`src/rtl/windowed_channel_mean_variance_macros.svh`:
```
// Assertion helpers for the block's top-level RTL file.
`ifndef WINDOWED_CHANNEL_MEAN_VARIANCE_MACROS_SVH
`define WINDOWED_CHANNEL_MEAN_VARIANCE_MACROS_SVH

// Check that cons holds in the same cycle as ante.
`define WCMV_CHECK(label, ante, cons, msg) \
   label: assert property (@(posedge clock) disable iff (reset) (ante) |-> (cons)) \
      else $error(msg);

// Check that cons holds in the cycle after ante.
`define WCMV_CHECK_NEXT(label, ante, cons, msg) \
   label: assert property (@(posedge clock) disable iff (reset) (ante) |=> (cons)) \
      else $error(msg);

`endif

```
`src/rtl/wcmv_ram.sv`:
```
module wcmv_ram #(
   parameter int WIDTH = 8,
   parameter int DEPTH = 16
) (
   input  logic                                   clock,
   input  logic                                   we,
   input  logic [(DEPTH > 1 ? $clog2(DEPTH) : 1)-1:0] waddr,
   input  logic [WIDTH-1:0]                       wdata,
   input  logic                                   re,
   input  logic [(DEPTH > 1 ? $clog2(DEPTH) : 1)-1:0] raddr,
   output logic [WIDTH-1:0]                       rdata
);

   logic [WIDTH-1:0] mem_ff [DEPTH];
   logic [WIDTH-1:0] rdata_ff;

   // Write port and registered read port
   always_ff @(posedge clock) begin
      if (we) begin
         mem_ff[waddr] <= wdata;
      end
      if (re) begin
         rdata_ff <= mem_ff[raddr];
      end
   end

   assign rdata = rdata_ff;

endmodule

```
`config.mk`:
```
export PLATFORM = sky130hd
export DESIGN_NAME = wcmv_ram
export DESIGN_NICKNAME = d
export VERILOG_FILES = /design/src/rtl/windowed_channel_mean_variance_macros.svh /design/src/rtl/wcmv_ram.sv
export SDC_FILE = /design/constraint.sdc
export NUM_CORES = 1
export LEC_CHECK = 0
export ABC_AREA = 1
export BUFFER_PORTS_ARGS = -buffer_cell sky130_fd_sc_hd__buf_2
export CORE_UTILIZATION = 30
export DETAILED_ROUTE_END_ITERATION = 10
export GPL_ROUTABILITY_DRIVEN = 0
export PLACE_DENSITY = 0.49
export SETUP_SLACK_MARGIN = 0.02
export SYNTH_ARGS = -nofsm -noshare
export SYNTH_HDL_FRONTEND = slang
export SYNTH_SLANG_ARGS = --single-unit
```
`constraint.sdc`:
```
create_clock -name clock -period 1.43 [get_ports clock]
set_input_delay 0.0715 -clock clock [delete_from_list [all_inputs] [get_ports clock]]
set_output_delay 0.0715 -clock clock [all_outputs]
set_load 0.02 [all_outputs]
```
Word level (Yosys, flattened, before mapping)
Memory sizes are Yosys's and may differ from the RTL's. A register that Yosys moved wholly into a read port is not among the register bits.
Index checks and enable logic that the tools add are counted.
{ "totals": {"register_bits": 0, "ramBits": 128, "inputBits": 19, "out_inout_bits": 8, "elab_cells": 3, "n_memories": 1} }
{ "op_classes": {"muxes": 2} }
{ "memory_table": {"columns": ["memory", "depth", "word_bits", "read_ports", "rd_clocked_by_memory_dff", "write_ports", "line", "source"], "rows": [
  ["mem_ff", 16, 8, 1, 1, 1, "wcmv_ram.sv:14", "logic [WIDTH-1:0] mem_ff [DEPTH];"]
]} }
{ "op_table": {"columns": ["cell", "count"], "rows": [
  ["$mux 1", 2]
]} }

Depth between registers and ports, before layout
{ "logic_depth": {"word_depth": 2, "ltp_mapped": 8, "mapped_depth_nobuf": 7} }

Worst setup path before layout
OpenSTA, ideal clock, no wires.
{ "synth_path": {"path_kind": "input -> register", "startpoint": "input port waddr[2] (netlist bit)", "endpoint": "memory mem_ff[10][0], enable pin", "arrival_ns": 0.652, "required_ns": 1.060, "setup_slack_ns": 0.408, "stages": 2, "path_cell_list": "nand3b_1 nor2_1"} }
{ "synth_rtl": {"columns": ["item", "line", "source"], "rows": [
  ["start: declaration", "wcmv_ram.sv:7", "input logic [(DEPTH > 1 ? $clog2(DEPTH) : 1)-1:0] waddr,"],
  ["end: declaration", "wcmv_ram.sv:14", null]
]} }
Straight into the memory's write port.

==> results.tsv <==
stage	metric	value	unit
timing	RSZ-0062 raised after global routing	no	
clocking	worst skew pair latency	0.41	ns
grt	All-Layer GR Usage	0.148	
worst_setup_path	r2r endpoint	rdata[1]$_DFFE_PP_	
cells_and_area	fillers	1933	
worst_setup_path	top cell family by delay on the critical path	simple AND/OR/NAND/NOR gates	
clocking	Post-CTS Setup Bufs	0	
power_and_ir_drop	PD cells	1340	mW/mm^2
synth	Netlist cell types	11	
worst_setup_path	crit end category	flip-flop	
cells_and_area	layout cell share with drive strength beyond 1	0.131	
worst_setup_path	critical path class	flip-flop to flip-flop	
synth	Synth area leader	edfxtp_1	
outcome	outcome	finished, final reports clean	
clocking	clock transition at the registers of the reported paths	0.06	ns
clocking	total CTS buffers	17	
worst_setup_path	R2R depth	6	
power_and_ir_drop	Int Power	7.36	mW
timing	WHS	0.0669	ns
worst_setup_path	CP peak stage delay	0.36	ns
drt	Antenna Violating Nets Remaining	0	
worst_setup_path	flop2flop setup slack	0.25	ns
power_and_ir_drop	switching power	1.98	mW
floorplan	Initial Utilization	0.309	
cells_and_area	# nets final	619	
synth	mapped cell area	0.00585	mm^2
worst_setup_path	Setup crit end	rdata[1]$_DFFE_PP_	
drt	DRC	0	
clocking	CTS root buf	clkbuf_16	
worst_setup_path	CP Buf/Inv Count	1	
synth	yosys warns	0	
drt	DRT Wirelength	13700	um
worst_hold_path	Hold Crit Class	input port to flip-flop	
synth	number of synthesized flops with an enable pin	136	
floorplan	Die Ht	142	um
job	Max-Cap Viols	0	
floorplan	Core Box Area	0.0189	mm^2
clocking	Post-CTS Resized	0	
clocking	CTS tree	yes	
timing	Period minus WS final	1.18	ns
timing	max_slew headroom	0.574	
timing	Final Max Tran Viols	0	
placement	HPWL after DPL	9080	um
worst_setup_path	critical path depth in cells	6	
floorplan	Die ar.	0.0201	mm^2
clocking	CTS Sinks	136	
synth	net count after synthesis	570	
grt	grt peak-use layer	met2	
worst_setup_path	Worst Setup SP	mem_ff[5][1]$_DFFE_PP_	
timing	Fin Setup TNS	0	ns
timing	final setup vio count	0	
grt	global-route met2 utilization	0.230	
synth	top post-synthesis cells by count	nand2_1 (173), edfxtp_1 (136), inv_1 (100)	
clocking	CTS Buffer Depth	2	
worst_setup_path	FF-to-FF Start	mem_ff[5][1]$_DFFE_PP_	
cells_and_area	Area Growth Syn to Fin	18.9	%
worst_setup_path	Worst Setup Start Kind	flip-flop	
cells_and_area	final core occ	0.368	
synth	Syn Area/Cell	10.6	um^2
drt	Wirelength per Cell	15.7	um
synth	Mapped Cells	551	
drt	Vias	3787	
timing	Final period util	0.824	
power_and_ir_drop	Comb pwr share	0.062	
synth	Yosys top cell area share	0.698	
worst_setup_path	Most Frequent Cell on Critical Path	nand3_1	
floorplan	I/O pin cnt	27	
synth	ys async rst share	0	
timing	final hold violations	0	
drt	Via density	4.34	
power_and_ir_drop	clock share of power	0.455	
grt	number of global-route vias before repair	3773	
grt	largest net degree at the start of global routing	41	
synth	Seq cells post-synth	136	
worst_setup_path	Worst Path Max Fanout	1	
grt	Overflow after GRT	0	
synth	Top FF cell, synth	edfxtp_1	
clocking	htree depth	4	
cells_and_area	# diodes	0	
timing	Fmax	0.849	GHz
synth	sequential area share after synthesis	0.698	
synth	Area contributors post-synth	edfxtp_1 (70%), nand2_1 (11%), nand3_1 (8.3%), inv_1 (6.4%), buf_6 (1.2%)	
grt	antenna violations before repair	0	
grt	first-pass GRT wire length	21800	um
timing	worst slew pin tran	0.638	ns
grt	met3 GRT Util	0.0287	
power_and_ir_drop	sequential power share	0.483	
worst_setup_path	Crit-path slowest cell	edfxtp_1	
worst_setup_path	CP Cell Sequence	inv_1 > nand2_1 > nand3_1 > nand3_1 > nand3_1 > nand2_1	
grt	GR Layer Usage met1	0.204	
drt	DR pass1 iterations	4	
power_and_ir_drop	IR drop worst, VDD	0.721	mV
floorplan	# rows	50	
drt	DR iter-0 viols	275	
floorplan	Die X	142	um
timing	Final Skew	0.00706	ns
worst_setup_path	Arr. time, crit path	1.33	ns
power_and_ir_drop	Net Sw Frac	0.212	
worst_setup_path	worst path required time	1.58	ns
synth	count leader, synth	nand2_1	
placement	Buffers on Ports	26	
power_and_ir_drop	Lkg Pwr	2.97	nW
power_and_ir_drop	power after layout	9.34	mW
per-layer routing:
metal,part of all wire,wire length (um)
met2,0.46,6310
met1,0.47,6500
met3,0.050,684
met4,0.017,232
met5,0,0
power groups by stage:
stage | logic [mW] | clock network [mW] | registers (mW)
after detailed placement | 0.584 | 0 | 4.60
after floorplan | 0.315 | 0 | 4.62
after CTS | 0.589 | 4.30 | 4.52
final | 0.579 | 4.25 | 4.52
after global placement | 0.582 | 0 | 4.60
after global routing | 0.650 | 4.48 | 4.52
cells in the final DEF, fill, tap and decap left out:
| cell | netlist | layout |
|---|---|---|
| buf_12 | 0 | 3 |
| buf_2 | 13 | 26 |
| buf_4 | 4 | 24 |
| bufinv_16 | 0 | 3 |
| clkbuf_1 | 0 | 2 |
| clkbuf_16 | 0 | 17 |
| clkinv_1 | 0 | 4 |
| clkinv_2 | 0 | 4 |
| clkinv_4 | 0 | 1 |
| dlygate4sd3_1 | 0 | 1 |
| edfxtp_1 | 136 | 136 |
| inv_1 | 100 | 100 |
| inv_2 | 2 | 2 |
| nand2_1 | 173 | 173 |
| nand3_1 | 97 | 97 |
| nand3b_1 | 2 | 2 |
| nor2_1 | 17 | 17 |
flip-flops by register name, indices dropped and copies added, names as in the netlist:
register	cells
rdata	8
mem_ff	128
logic make-up (layout without fill, tap and decap cells):
group / after synthesis / count (layout) / synth area share
buffers and inverters: 126 / 187 / 0.0939
DFF: 136 / 136 / 0.698
and+or+nand+nor: 289 / 289 / 0.208
through the flow:
stage               cell area (um^2)  std cells  setup WS [ns]
detailed placement              6380        840        0.00106
global placement                6380        840         0.0341
CTS                             6950        872          0.225
global route                    6950        872          0.159
floorplan                       5850        551          0.408
finish                          6950        872          0.252
timing repair:
item | 4_1_cts | 5_1_grt
hold endpoints to repair | 5 | 0
endpoints found under the setup margin | 0 | 0
hold buffers | 1 | 0
layout make-up:
type | instances | area (um^2) | area share
Clock buffer | 19 | 433 | 0.0623
Clock inverter | 12 | 134 | 0.0193
Inverter | 102 | 383 | 0.0551
Multi-Input combinational cell | 289 | 1210 | 0.175
Sequential cell | 136 | 4080 | 0.587
Tap cell | 260 | 325 | 0.0468
Timing Repair Buffer | 54 | 380 | 0.0547
worst min path at each step:
stage / start / endpoint / cells after the start
3_3_place_gp: re / rdata[5]$_DFFE_PP_ / 1
3_5_place_dp: re / rdata[2]$_DFFE_PP_ / 1
5_1_grt: wdata[4] / mem_ff[5][4]$_DFFE_PP_ / 1
2_1_floorplan: wdata[0] / mem_ff[0][0]$_DFFE_PP_ / 0
6_report: wdata[4] / mem_ff[5][4]$_DFFE_PP_ / 1
4_1_cts: wdata[4] / mem_ff[5][4]$_DFFE_PP_ / 1
worst register-to-register path, stage by stage, from the launching register on:
cell and delay, ns:
edfxtp_1 0.36, inv_1 0.06, nand2_1 0.04, nand3_1 0.10, nand3_1 0.10, nand3_1 0.14
nand2_1 0.12
(Power assumes the default switching activity.)
