===== src/rtl/windowed_channel_mean_variance_macros.svh =====
// Assertion helpers for the block's top-level RTL file.
`ifndef WINDOWED_CHANNEL_MEAN_VARIANCE_MACROS_SVH
`define WINDOWED_CHANNEL_MEAN_VARIANCE_MACROS_SVH

// Check that cons holds in the same cycle as ante.
`define WCMV_CHECK(label, ante, cons, msg) \
   label: assert property (@(posedge clock) disable iff (reset) (ante) |-> (cons)) \
      else $error(msg);

// Check that cons holds in the cycle after ante.
`define WCMV_CHECK_NEXT(label, ante, cons, msg) \
   label: assert property (@(posedge clock) disable iff (reset) (ante) |=> (cons)) \
      else $error(msg);

`endif


===== src/rtl/wcmv_pkg.sv =====
package wcmv_pkg;

   // Default parameter values
   localparam int DEF_CHANNELS          = 16;
   localparam int DEF_MAX_CHUNK_SAMPLES = 1024;
   localparam int DEF_SAMPLE_BITS       = 16;

   // Field and accumulator widths
   localparam int S1_W       = 48;
   localparam int S2_W       = 64;
   localparam int CNT_W      = 32;
   localparam int TIME_W     = 48;
   localparam int SAMPLE_W   = 16;
   localparam int SAMPLE_MAX = 24;
   localparam int MEAN_W     = 32;
   localparam int VAR_W      = 48;
   localparam int CHOUT_W    = 4;
   localparam int CC_W       = 5;
   localparam int SPC_W      = 11;
   localparam int FRAC_W     = 16;
   localparam int CSR_IDX_W  = 8;
   localparam int CSR_DATA_W = 48;
   localparam int DIV_W      = 80;
   localparam int REQ_DATA_W = 120;
   localparam int RSP_DATA_W = 88;

   // Opcodes
   localparam logic [1:0] OP_HEADER = 2'd0;
   localparam logic [1:0] OP_CHUNK  = 2'd1;
   localparam logic [1:0] OP_SAMPLE = 2'd2;

   // Register indexes
   localparam logic [CSR_IDX_W-1:0] REG_CHANNEL_COUNT     = 8'd0;
   localparam logic [CSR_IDX_W-1:0] REG_SAMPLES_PER_CHUNK = 8'd1;
   localparam logic [CSR_IDX_W-1:0] REG_WINDOW_START      = 8'd2;
   localparam logic [CSR_IDX_W-1:0] REG_WINDOW_END        = 8'd3;

   typedef struct packed {
      logic busy;
      logic done;
   } div_status_type;

endpackage


===== src/rtl/wcmv_div.sv =====
module wcmv_div
   import wcmv_pkg::*;
(
   input  logic                 clock,
   input  logic                 reset,
   input  logic                 start,
   input  logic [DIV_W-1:0]     dividend,
   input  logic [CNT_W-1:0]     divisor,
   output logic [DIV_W-1:0]     quotient,
   output div_status_type       status
);

   localparam int STEP_W = $clog2(DIV_W + 1);

   logic [DIV_W-1:0]  quo_ff;
   logic [CNT_W-1:0]  rem_ff;
   logic [CNT_W-1:0]  dsr_ff;
   logic [STEP_W-1:0] step_ff;
   logic              busy_ff;
   logic              done_ff;
   logic [CNT_W:0]    rem_sh;
   logic              fits;
   logic [CNT_W:0]    rem_in;

   // One restoring step: bring in the next dividend bit, subtract if it fits
   always_comb begin
      rem_sh = {rem_ff, quo_ff[DIV_W-1]};
      fits   = rem_sh >= {1'b0, dsr_ff};
      rem_in = fits ? (rem_sh - {1'b0, dsr_ff}) : rem_sh;
   end

   always_ff @(posedge clock) begin
      if (reset) begin
         busy_ff <= 1'b0;
         done_ff <= 1'b0;
         step_ff <= '0;
      end else begin
         done_ff <= 1'b0;
         if (start) begin
            busy_ff <= 1'b1;
            step_ff <= '0;
         end else if (busy_ff) begin
            step_ff <= step_ff + 1'b1;
            if (step_ff == STEP_W'(DIV_W - 1)) begin
               busy_ff <= 1'b0;
               done_ff <= 1'b1;
            end
         end
      end
   end

   // Datapath: load operands, then shift quotient bits in
   always_ff @(posedge clock) begin
      if (start) begin
         quo_ff <= dividend;
         rem_ff <= '0;
         dsr_ff <= divisor;
      end else if (busy_ff) begin
         quo_ff <= {quo_ff[DIV_W-2:0], fits};
         rem_ff <= rem_in[CNT_W-1:0];
      end
   end

   assign quotient    = quo_ff;
   assign status.busy = busy_ff;
   assign status.done = done_ff;

endmodule

===== config.mk =====
export PLATFORM = sky130hd
export DESIGN_NAME = wcmv_div
export DESIGN_NICKNAME = d
export VERILOG_FILES = /design/src/rtl/windowed_channel_mean_variance_macros.svh /design/src/rtl/wcmv_pkg.sv /design/src/rtl/wcmv_div.sv
export SDC_FILE = /design/constraint.sdc
export NUM_CORES = 1
export LEC_CHECK = 0
export ABC_AREA = 0
export BUFFER_PORTS_ARGS = -buffer_cell sky130_fd_sc_hd__buf_4
export CAP_MARGIN = 10
export CORE_MARGIN = 3
export CORE_UTILIZATION = 54
export DETAILED_ROUTE_END_ITERATION = 10
export GPL_ROUTABILITY_DRIVEN = 0
export PLACE_DENSITY = 0.85
export SLEW_MARGIN = 5
export SYNTH_ARGS = -nofsm -noshare
export SYNTH_HDL_FRONTEND = slang
export SYNTH_SLANG_ARGS = --single-unit

===== constraint.sdc =====
create_clock -name clock -period 3.3 [get_ports clock]
set_clock_uncertainty 0.05 [all_clocks]
set_input_delay 0.33 -clock clock [delete_from_list [all_inputs] [get_ports clock]]
set_output_delay 0.33 -clock clock [all_outputs]
set_load 0.01 [all_outputs]

======== After elaboration in Yosys (flattened, before gate mapping) ========
Cells that the tools add are included.
operators by class
  add/subtract/negate cells ............... 2
  $lt $le $gt $ge ......................... 1
  equal/unequal tests ..................... 1
  muxes and demuxes ....................... 7
  bitwise gates (word level) .............. 1
  reductions and logical operators ........ 3
operator list
  operator                                     count
  2-to-1 mux 80 bit                            2
  >= comparator 33 x 32 -> 1 bit               1
  2-to-1 mux 32 bit                            1
  subtractor 32 bit                            1
  adder 7 x 1 -> 7 bit, second input constant  1
  equality test 7 bit, second input constant   1
  2-to-1 mux 1 bit                             4
  OR reduction 3 bit                           1
  nonzero test 2 bit                           1
  OR reduction 2 bit                           1
  NOT 1 bit                                    1
storage, ports and cells
  bits in registers ....................... 153
  bits of input ports ..................... 115
  output and inout bits ................... 82
  word-level logic and storage cells ...... 21

======== Logic depth before layout (Yosys ltp) ========
  depth after elaboration ................. 4
  depth in mapped cells ................... 14

======== Worst setup path after synthesis ========
No wires, ideal clock.
  path kind ............................... register to register
  start point ............................. register busy_ff
  end point ............................... register quo_ff[0], in the netlist quotient[0], enable pin
  setup time .............................. 435 ps
  arrival time ............................ 2428 ps
  slack ................................... 387 ps
  cell stages (with the launch flop) ...... 4
  buffers on the path ..................... 1
  clock period less this slack ............ 2913 ps
  path through ............................ dfxtp_1 clkbuf_1 nor2_1 inv_1
between the ends
  word-level cells in the longest chain between the ends .. 1
RTL lines
  item                          line            RTL
  start, declared               wcmv_div.sv:19  logic busy_ff;
  start signal, assigned        wcmv_div.sv:34  busy_ff <= 1'b0;
  start signal, assigned        wcmv_div.sv:40  busy_ff <= 1'b1;
  start signal, assigned        wcmv_div.sv:45  busy_ff <= 1'b0;
  nonzero test 2 bit (no line)  --
  end signal, assigned          wcmv_div.sv:55  quo_ff <= dividend;
  end signal, assigned          wcmv_div.sv:59  quo_ff <= {quo_ff[DIV_W-2:0], fits};
  end, declared                 wcmv_div.sv:15  logic [DIV_W-1:0] quo_ff;
No other way between the ends.
A chain may end at the register's enable or synchronous reset.

======== Worst setup path in the final report ========
  start point ............................. register quo_ff[79], in the netlist quotient[79]
  end point ............................... register rem_ff[24]
between the ends
  word-level cells in the longest chain between the ends .. 2
RTL lines
  item                                                                 line                            RTL
  subtractor 32 bit or >= comparator 33 x 32 -> 1 bit (tied branches)  wcmv_div.sv:29, wcmv_div.sv:28
  2-to-1 mux 32 bit (*)                                                wcmv_div.sv:29                  rem_in = fits ? (rem_sh - {1'b0, dsr_ff}) : rem_sh;
  end signal, assigned                                                 wcmv_div.sv:60                  rem_ff <= rem_in[CNT_W-1:0];
  end, declared                                                        wcmv_div.sv:16                  logic [CNT_W-1:0] rem_ff;
Mark *: on every way between the ends. The rest lies on a longest branch, timed or not.

==> flow_summary.toml <==
[status]
status = "finished, final reports clean"

[floorplanning]
die_area_um2 = 16000
pin_count = 197
row_count = 43
dieHeight_um = 127
dieWidth_um = 127
start_util_pct = 56.0
core_um2 = 14000

[cells_and_area]
num_antenna_cells = 0
mostFrequentLayoutCells = "buf_4 (208), edfxtp_1 (112), mux2_2 (82)"
drive_gt1_share_pct = 37.6
final_nets = 1043
layout_commonest_cell = "buf_4"
areaGrowthSynthToFinish_pct = 29.7

[power_and_ir_drop]
power_density_nw_per_um2 = 520
peakVddDrop_v = 0.000396
leakage_nw = 4.29
total_power_mw = 5.31

[route]
drc = 0
wl_per_cell_um = 18.6
viasPerCell = 5.66
detail-route-antenna-nets = 0
dr.pass1.iters = 5
vias = 6155
wl_mm = 20.2
drtIter0Drc = 503

[yosys]
synth.distinct_cells = 55
synthArstFlopShare_pct = 0
synth_top_area_share_pct = 42.8
netlist_instances = 694
seq_area_frac_synth_pct = 53.2
netlist_area_um2 = 7860
ys_warn_count = 0
netlist_top_cells_area = "edfxtp_1 (43%), mux2_2 (12%), dfxtp_1 (10%)"
syn_nets = 843
synthFlopType = "edfxtp_1"
ys_seq_elements = 153
synth_top_area_cell = "edfxtp_1"
synth_edf_count = 112
syn_area_per_cell_um2 = 11.3

[setup_path]
required_ps = 3600
cp_slowest_cell = "edfxtp_1"
cp_max_fo = 4
crit_path_end_kind = "flip-flop"
critPathArrivalTime_ps = 3410
worstPathBufferInverterCount = 1
critPathLaunchType = "flip-flop"
crit_chain = "inv_1, ha_1, fa_2, nor2b_2, o31a_1, o2111ai_4, a211oi_4, o41ai_4, and2_4, o21ai_2, mux2_4, a311oi_1"
critPathMaxStageDelay_ps = 360
crit_family = "compound AO/OA/AOI/OAI gates"
path_class = "reg -> reg"

[grt]
antenna_found_initial = 0
grt_max_degree = 54
grt_pass1_vias = 6121
grt_pass1_wl_mm = 31.6
grt_overflow_total = 0
grt_util_all_layers_pct = 25.2

[clock_network]
clkTransAtPathRegs_ps = 70
cts_max_level = 4
cts_sinks = 153
numCtsBuffers = 17
cts_tree = "done"
postCtsHoldBufs = 0
clk_path_buf_depth = 2
cts_root_buffer = "clkbuf_16"
clkLatencyLatePin_ps = 440

[timing]
rsz0062_at_grt = "no"
worst_pin_slew_ps = 587
maxSlewViolCount = 0
fmax_mhz = 321
period_needed_ps = 3120
tns_ps = 0
slew-limit-headroom_pct = 60.5
hold_viol_final = 0
setup_violations = 0
period_share_pct = 94.4

[placed_design]
hpwl_mm = 14.6
port_buffers = 196

[min_path]
worstHoldPathType = "in -> reg"

[job]
maxCapViolations = 0
## flip-flops by register name, indices dropped and copies added, names as in the netlist
register  cells
quotient     80
busy_ff       1
step_ff       7
rem_ff       32
dsr_ff       32
done_ff       1
## worst paths after layout
check                          from                       to  slack [ps]  depth (start not counted)
min                           reset       busy_ff$_SDFF_PP0_          10                          2
max          quotient[79]$_DFFE_PP_  rem_ff[24]$_SDFFE_PP0P_         180                         12
min reg2reg  rem_ff[3]$_SDFFE_PP0P_   rem_ff[3]$_SDFFE_PP0P_         440                          2
max reg2reg  quotient[79]$_DFFE_PP_  rem_ff[24]$_SDFFE_PP0P_         180                         12
## area by class of cell
type | count | area, um2
fillers | 989 | 3840
clock inverters | 15 | 155
repair buffers | 211 | 1620
flip-flops and latches | 153 | 4180
multi-input cells | 463 | 3400
clock buffers | 17 | 425
inverters | 48 | 181
well taps | 180 | 225
## cells in the mapped netlist, drive strengths merged, types with 14 or more instances
library cell,count
a21oi,38
o21ai,36
edfxtp,112
inv,48
a311oi,16
clkbuf,17
a21o,14
nand2,67
ha,33
dfxtp,41
nor2,47
mux2,83
## stage by stage
stage	hold WS, ps	util, %	setup WS (ps)	std cells	cell area (um2)
detailed placement	429	68.2	194	1054	9570
CTS	6.48	72.3	155	1086	10200
global route	3.35	72.6	3.02	1087	10200
global placement	417	68.2	320	1054	9570
finish	11.3	72.6	185	1087	10200
floorplan	352	-	387	694	7860
## repair_timing
action	CTS	global route
resized for setup	0	7
buffers inserted	0	1
endpoints found under the setup margin	0	6
## per-layer routing
metal	up-vias	GRT usage (%)	share of wire, %
li1	2951	-	-
met1	2897	29.8	39
met2	271	41.8	50
met3	36	10.1	9.4
met4	0	8.77	2.5
met5	-	0	0
## cells by family after synthesis
logic type / Yosys count / synth area share (%)
and+or+nand+nor: 170 / 9.69
xor gates and xnor gates: 25 / 2.79
AOI/OAI and AO/OA: 146 / 12.3
adders and majority gates: 34 / 5.51
buffers and inverters: 78 / 3.95
muxes: 88 / 12.6
DFF: 153 / 53.2
## report_power, final
| part | internal (mW) | total (mW) | switching (mW) |
|---|---|---|---|
| registers | 2.26 | 2.36 | 0.0962 |
| clock network | 1.07 | 1.93 | 0.867 |
| logic | 0.503 | 1.01 | 0.512 |
(Power assumes the default switching activity.)
